===== src/hdl/dots_pkg.sv =====
// Package for the deadline ordered timer set: operation and status codes,
// table sizes and the controller/datapath command and status structs.
// No dependencies.
`default_nettype none
package dots_pkg;
    localparam int MAX_TIMERS = 16;
    localparam int ID_W       = 4;
    localparam int TIME_W     = 64;
    localparam logic [TIME_W-1:0] HOUR_MS  = 64'd3600000;
    localparam logic [TIME_W-1:0] ALL_ONES = {TIME_W{1'b1}};

    localparam logic [2:0] FUNC_ADD     = 3'd0;
    localparam logic [2:0] FUNC_CANCEL  = 3'd1;
    localparam logic [2:0] FUNC_REFRESH = 3'd2;
    localparam logic [2:0] FUNC_RESET   = 3'd3;
    localparam logic [2:0] FUNC_EXPIRE  = 3'd4;
    localparam logic [2:0] FUNC_NEXT    = 3'd5;

    localparam logic [1:0] ST_OK       = 2'd0;
    localparam logic [1:0] ST_INACTIVE = 2'd1;
    localparam logic [1:0] ST_FULL     = 2'd2;
    localparam logic [1:0] ST_NONE     = 2'd3;

    // Commands from the controller to the datapath.
    typedef struct packed {
        logic scan_start;   // clear the running minimum
        logic scan_step;    // compare slot scan_idx against the minimum
        logic [ID_W-1:0] scan_idx;
        logic use_exp;      // scan only slots marked expired
        logic mark_exp;     // build the expired mask (roll in roll_reg)
        logic exp_clear;    // drop min slot from expired mask
        logic do_op;        // apply the table update of the latched op
        logic rearm;        // re-arm or free the minimum slot
        logic upd_prev;     // prev_reg <= now, roll_reg <= roll
        logic clr_front;
        logic front_check;  // after insert: compare minimum with target slot
    } dots_cmd_t;

    typedef struct packed {
        logic            min_found;
        logic [ID_W-1:0] min_idx;
        logic            min_passed; // deadline of min <= now
        logic            min_is_tgt; // minimum found and it is the target slot
        logic            roll;
        logic            free_found;
        logic [ID_W-1:0] free_idx;
        logic            tgt_active;
        logic            reset_same;
        logic            front_pending;
        logic            any_exp;
    } dots_stat_t;

    function automatic logic [TIME_W-1:0] sat_add(input logic [TIME_W-1:0] a,
                                                  input logic [TIME_W-1:0] b);
        logic [TIME_W:0] s;
        s = {1'b0, a} + {1'b0, b};
        return s[TIME_W] ? ALL_ONES : s[TIME_W-1:0];
    endfunction
endpackage
`default_nettype wire


===== src/hdl/dots_ctrl.sv =====
// Controller of the timer set: sequences scans, updates and result items.
// Depends on dots_pkg.
`default_nettype none
module dots_ctrl
    import dots_pkg::*;
(
    input  wire logic        clk,
    input  wire logic        rst_n,
    input  wire logic        in_valid,
    output logic             in_ready,
    input  wire logic [2:0]  func,
    output logic             load,
    output logic             out_valid,
    input  wire logic        out_ready,
    output logic [1:0]       status,
    output logic [ID_W-1:0]  result_id,
    output logic             want_delay,
    output logic             front_notify,
    output logic             last,
    output dots_cmd_t        cmd,
    input  wire dots_stat_t  stat
);
    typedef enum logic [3:0] {
        S_IDLE, S_DECIDE, S_OP, S_SCAN, S_AFTER, S_EXP_MARK, S_EXP_SCAN,
        S_EXP_EMIT, S_OUT
    } state_t;

    state_t state_reg, state_next;
    logic [2:0] func_reg, func_next;
    logic [ID_W-1:0] idx_reg, idx_next;
    logic [1:0] status_reg, status_next;
    logic [ID_W-1:0] rid_reg, rid_next;
    logic fn_reg, fn_next, last_reg, last_next, dly_reg, dly_next;
    logic [1:0] phase_reg, phase_next; // 0 insert check, 1 expire first, 2 next
    logic cont_reg, cont_next;         // last not yet decided for this expired item
    logic [ID_W:0] cnt_reg, cnt_next;

    assign in_ready     = state_reg == S_IDLE;
    assign load         = in_valid && in_ready;
    // The result is held back while last is still being decided.
    assign out_valid    = state_reg == S_OUT && !cont_reg;
    assign status       = status_reg;
    assign result_id    = rid_reg;
    assign front_notify = fn_reg;
    assign last         = last_reg;
    assign want_delay   = dly_reg;

    always_comb
    begin
        state_next = state_reg;
        func_next = func_reg;
        idx_next = idx_reg;
        status_next = status_reg;
        rid_next = rid_reg;
        fn_next = fn_reg;
        last_next = last_reg;
        dly_next = dly_reg;
        phase_next = phase_reg;
        cont_next = cont_reg;
        cnt_next = cnt_reg;
        cmd = '0;
        cmd.scan_idx = idx_reg;
        cmd.use_exp = state_reg == S_EXP_SCAN;
        unique case (state_reg)
            S_IDLE:
            begin
                if (load)
                begin
                    func_next = func;
                    state_next = S_DECIDE;
                    status_next = ST_OK;
                    rid_next = '0;
                    fn_next = 1'b0;
                    last_next = 1'b1;
                    dly_next = 1'b0;
                    cnt_next = '0;
                end
            end
            S_DECIDE:
            begin
                state_next = S_OUT;
                case (func_reg)
                    FUNC_ADD:
                        if (!stat.free_found) status_next = ST_FULL;
                        else
                        begin
                            rid_next = stat.free_idx;
                            state_next = S_OP;
                        end
                    FUNC_CANCEL, FUNC_REFRESH:
                        if (!stat.tgt_active) status_next = ST_INACTIVE;
                        else state_next = S_OP;
                    FUNC_RESET:
                        if (stat.reset_same) status_next = ST_OK;
                        else if (!stat.tgt_active) status_next = ST_INACTIVE;
                        else state_next = S_OP;
                    FUNC_EXPIRE, FUNC_NEXT:
                    begin
                        state_next = S_SCAN;
                        phase_next = (func_reg == FUNC_EXPIRE) ? 2'd1 : 2'd2;
                        if (func_reg == FUNC_NEXT)
                        begin
                            cmd.clr_front = 1'b1;
                            dly_next = 1'b1;
                        end
                        cmd.scan_start = 1'b1;
                        idx_next = '0;
                    end
                    default: state_next = S_IDLE;
                endcase
            end
            S_OP:
            begin
                cmd.do_op = 1'b1;
                if (func_reg == FUNC_ADD || func_reg == FUNC_RESET)
                begin
                    state_next = S_SCAN;
                    phase_next = 2'd0;
                    cmd.scan_start = 1'b1;
                    idx_next = '0;
                end
                else
                    state_next = S_OUT;
            end
            S_SCAN, S_EXP_SCAN:
            begin
                cmd.scan_step = 1'b1;
                idx_next = idx_reg + 1'b1;
                if (idx_reg == ID_W'(MAX_TIMERS - 1))
                    state_next = (state_reg == S_SCAN) ? S_AFTER : S_EXP_EMIT;
            end
            S_AFTER:
            begin
                state_next = S_OUT;
                if (phase_reg == 2'd0)
                begin
                    cmd.front_check = 1'b1;
                    fn_next = stat.min_is_tgt && !stat.front_pending;
                end
                else if (phase_reg == 2'd1)
                begin
                    if (!stat.min_found)
                        status_next = ST_NONE;
                    else
                    begin
                        cmd.upd_prev = 1'b1;
                        if (!stat.roll && !stat.min_passed)
                            status_next = ST_NONE;
                        else
                            state_next = S_EXP_MARK;
                    end
                end
            end
            S_EXP_MARK:
            begin
                cmd.mark_exp = 1'b1;
                cmd.scan_start = 1'b1;
                idx_next = '0;
                state_next = S_EXP_SCAN;
            end
            S_EXP_EMIT:
            begin
                cmd.exp_clear = 1'b1;
                cmd.rearm = 1'b1;
                rid_next = stat.min_idx;
                cnt_next = cnt_reg + 1'b1;
                cont_next = 1'b1;
                state_next = S_OUT;
            end
            S_OUT:
            begin
                if (cont_reg)
                begin
                    // Decide last once the remaining mask is known.
                    last_next = !stat.any_exp || cnt_reg == (ID_W+1)'(MAX_TIMERS);
                    cont_next = 1'b0;
                end
                else if (out_ready)
                begin
                    if (!last_reg)
                    begin
                        cmd.scan_start = 1'b1;
                        idx_next = '0;
                        state_next = S_EXP_SCAN;
                    end
                    else
                        state_next = S_IDLE;
                end
            end
            default: state_next = S_IDLE;
        endcase
    end

    always_ff @(posedge clk or negedge rst_n)
    begin
        if (!rst_n)
        begin
            state_reg <= S_IDLE;
            func_reg <= '0;
            idx_reg <= '0;
            status_reg <= '0;
            rid_reg <= '0;
            fn_reg <= 1'b0;
            last_reg <= 1'b0;
            dly_reg <= 1'b0;
            phase_reg <= '0;
            cont_reg <= 1'b0;
            cnt_reg <= '0;
        end
        else
        begin
            state_reg <= state_next;
            func_reg <= func_next;
            idx_reg <= idx_next;
            status_reg <= status_next;
            rid_reg <= rid_next;
            fn_reg <= fn_next;
            last_reg <= last_next;
            dly_reg <= dly_next;
            phase_reg <= phase_next;
            cont_reg <= cont_next;
            cnt_reg <= cnt_next;
        end
    end

    assert property (@(posedge clk) disable iff (!rst_n)
        out_valid && !out_ready && !cont_reg |=> out_valid && $stable(result_id))
        else $error("result item dropped while stalled");
    assert property (@(posedge clk) disable iff (!rst_n)
        in_ready |-> !out_valid)
        else $error("input taken while a result is pending");
    assert property (@(posedge clk) disable iff (!rst_n)
        cnt_reg <= (ID_W+1)'(MAX_TIMERS))
        else $error("too many expired items");
endmodule
`default_nettype wire


===== config.mk =====
export PLATFORM = sky130hd
export DESIGN_NAME = dots_ctrl
export DESIGN_NICKNAME = d
export VERILOG_FILES = /design/src/hdl/dots_pkg.sv /design/src/hdl/dots_ctrl.sv
export SDC_FILE = /design/constraint.sdc
export NUM_CORES = 1
export LEC_CHECK = 0
export BUFFER_PORTS_ARGS = -buffer_cell sky130_fd_sc_hd__buf_2
export CELL_PAD_IN_SITES_DETAIL_PLACEMENT = 0
export CELL_PAD_IN_SITES_GLOBAL_PLACEMENT = 1
export CORE_MARGIN = 5
export CORE_UTILIZATION = 25
export CTS_CLUSTER_SIZE = 12
export DETAILED_ROUTE_END_ITERATION = 12
export PLACE_DENSITY = 0.65
export SETUP_SLACK_MARGIN = 0.05
export SLEW_MARGIN = 20
export SYNTH_ARGS = -nofsm -noshare
export SYNTH_HDL_FRONTEND = slang
export SYNTH_SLANG_ARGS = --single-unit

===== constraint.sdc =====
create_clock -name clk -period 2.7 [get_ports clk]
set_input_delay 0.405 -clock clk [delete_from_list [all_inputs] [get_ports clk]]
set_output_delay 0.405 -clock clk [all_outputs]
set_load 0.005 [all_outputs]

==> impl_metrics.json <==
{
  "status": "completed",
  "cts_resized": 0,
  "pre_cts_ws_ns": 0.398,
  "cts.hold.buffers_added": 0,
  "dieWidth_um": 93.0,
  "synthAdderAreaFrac_pct": 2.18,
  "critPathMaxFanout": 14,
  "hold_path_class": "primary input to async pin",
  "end_kind": "output pin",
  "tns_ns": 0,
  "gp_congestion": 0.757,
  "fmax_mhz": 398,
  "layoutNonFillerInstCount": 324,
  "grt_use_total_pct": 11.3,
  "top_layer": "met4",
  "setup.worst_path.class": "flip-flop to output pin",
  "antenna_cells": 0,
  "root_buffer": "clkbuf_8",
  "pin_count": 50,
  "synth_fp_nets": 223,
  "area_growth_pct": 24.2,
  "syn_inst": 196,
  "p_per_area_nw_per_um2": 953,
  "arrival_ns": 2.11,
  "crit_chain": "buf_4 > or4b_1 > nor2_1 > nor2_1 > nand2_1 > buf_2",
  "cpPeakStageDelay_ns": 0.62,
  "placedCellCount": 320,
  "ir_drop_mv": 0.287,
  "coreArea_um2": 6760,
  "wl_met3_um": 160,
  "grt_pass1_vias": 1541,
  "wl_met1_mm": 2.49,
  "portBuffers": 49,
  "setup_viol": 0,
  "path_clk_slew_ns": 0.11,
  "dpl.hpwl_mm": 3.67,
  "dr_wl_met2_mm": 2.14,
  "slew_headroom_pct": 56.6,
  "tightest_slew_ns": 0.650,
  "layout-drive-gt1-share_pct": 29.1,
  "fp.dieArea_um2": 8650,
  "synth_flop_cell": "dfrtp_1",
  "grt_pass1_wl_mm": 7.79,
  "ys_top_cells_by_area": "dfrtp_1 (41%), nand2_1 (5.9%), nor2_1 (4.4%)",
  "maxCapViolCount": 0,
  "start_util_pct": 25.5,
  "antenna_found_initial": 0,
  "ys_types": 46,
  "drc": 0,
  "placed_area_um2": 2060,
  "power.leakage_nw": 1.03,
  "critPathSlowestCell": "or4b_1",
  "cts.path.max_buffers": 2,
  "crit_path_frequent_cell": "nor2_1",
  "postLayoutCellArea_um2": 2140,
  "grt_max_degree": 29,
  "yosys.area_share.simple_pct": 29.6,
  "async_flop_share_pct": 100,
  "rsz0062_at_grt": "yes",
  "crit_required_ns": 2.30,
  "largest_reg_flops": 5,
  "hold_violations": 0,
  "post_drt_wl_per_cell_um": 14.9,
  "nets": 272,
  "synth_top_family_by_area": "simple AND/OR/NAND/NOR gates",
  "drtPass1Iterations": 4,
  "synth_top_area_share_pct": 40.7,
  "finalCriticalPeriod_ns": 2.51,
  "routed_wl_mm": 4.83,
  "setup_slack_ns": 0.186,
  "synth_top_cell_by_area": "dfrtp_1",
  "tritoncts": "yes",
  "fin_crit_sh_pct": 93.1,
  "drt-initial-drc-count": 72,
  "clkSinkCount": 28,
  "via_per_inst": 4.98,
  "clock_latency_ns": 0.28,
  "synth-compound-area-share_pct": 19.0,
  "ant_nets": 0,
  "yosysSeqAreaShare_pct": 40.7,
  "syn-cell-area_um2": 1720,
  "fp-row-count": 30,
  "crit_path_start_kind": "flip-flop",
  "synth_seq_cells": 28,
  "via_count": 1615,
  "avgSynthCellArea_um2": 8.78,
  "cts_setup_buffers": 0,
  "die_y_um": 93.0,
  "globalRouteOverflowTotal": 0,
  "timing.final.max_slew_violations": 0,
  "ctsHtreeMaxLevel": 1,
  "cts_buffers": 3,
  "synth_edf_count": 0,
  "worst_clock_skew_ns": 0.00642,
  "synth_warnings": 0,
  "synth.area.mux_share_pct": 0.654,
  "synthXorXnorAreaFrac_pct": 3.56,
  "timing.hold.ws_ns": 0.144
}
==> placed cells by master (no fill, tap or decap), drive strengths merged, types with 2 or more instances in the layout <==
cell type,count
xor2,6
nand3,12
nand2b,4
and3b,3
nor4b,6
o221a,3
nor3,2
a22oi,5
or4b,3
o21ai,12
nor3b,2
clkbuf,3
or3,2
dfrtp,28
a21oi,11
nor2,20
nor4,2
nand4,3
nand2,27
a31oi,5
inv,7
ha,3
buf,54
nor2b,3
o21a,2
==> per-layer routing <==
layer	up-vias	track usage [%]
li1	813	-
met2	31	17.3
met1	769	16.3
met3	2	1.53
met4	0	3.66
met5	-	0
==> per-stage QoR <==
stage               total power [mW]  utilization, %
CTS                             2.06            31.5
global route                    2.22            31.6
detailed placement              1.71            30.4
floorplan                       1.37               -
global placement                1.70            30.4
finish                          2.04            31.6
==> worst max-delay path: cells and delay by family (launching register included) <==
family	cells	cell delay [ns]
DFF	1	0.42
and+or+nand+nor	4	1.08
buffers and inverters	2	0.32
==> cell usage after synthesis, types with 2 or more instances <==
master	number
or3_1	2
a31oi_1	5
nor2b_1	3
o21a_1	2
a22oi_1	5
inv_2	2
nor4b_1	3
nor3b_1	2
o21ai_0	7
nor4b_2	3
and3b_1	3
buf_2	5
a21oi_1	11
o221a_2	3
inv_1	5
nand3_1	12
ha_1	3
o21ai_1	5
clkbuf_1	4
nand2b_1	4
nand2_1	27
nor2_1	20
nor3_1	2
nand4_1	3
or4b_1	2
dfrtp_1	28
xor2_1	6
==> where the power goes <==
part	total, mW	switching (mW)	internal [mW]
Combinational	0.984	0.545	0.439
Clock	0.338	0.140	0.199
Sequential	0.717	0.167	0.550
Total	2.04	0.851	1.19
==> area by class of cell <==
type                            count  area [um^2]
Clock buffer                        3         41.3
Clock inverter                      1         30.0
Fill cell                         735         4620
Inverter                            7         26.3
Multi-Input combinational cell    151          956
Sequential cell                    28          702
Tap cell                           80          100
Timing Repair Buffer               54          283
==> cell families after synthesis <==
family | Yosys count
xor+xnor | 7
compound gates | 48
buf+inv | 17
mux | 1
flops | 28
simple gates | 92
fa+ha+maj | 3
==> final timing paths <==
| kind | to | slack [ns] | cells past startpoint | startpoint |
|---|---|---|---|---|
| max reg2reg | idx_reg[3]$_DFFE_PN0P_ | 0.59 | 6 | state_reg[0]$_DFFE_PN0P_ |
| max | cmd[13] | 0.19 | 6 | state_reg[3]$_DFFE_PN0P_ |
| min in group clk | front_notify$_DFFE_PN0P_ | 0.30 | 2 | stat[1] |
| min | cnt_reg[0]$_DFFE_PN0P_ | 0.14 | 1 | rst_n |
| max in group asynchronous | state_reg[2]$_DFFE_PN0P_ | 2.10 | 1 | rst_n |
| min reg2reg | front_notify$_DFFE_PN0P_ | 0.48 | 2 | front_notify$_DFFE_PN0P_ |
Note: power is estimated with default switching activity, not from simulation.
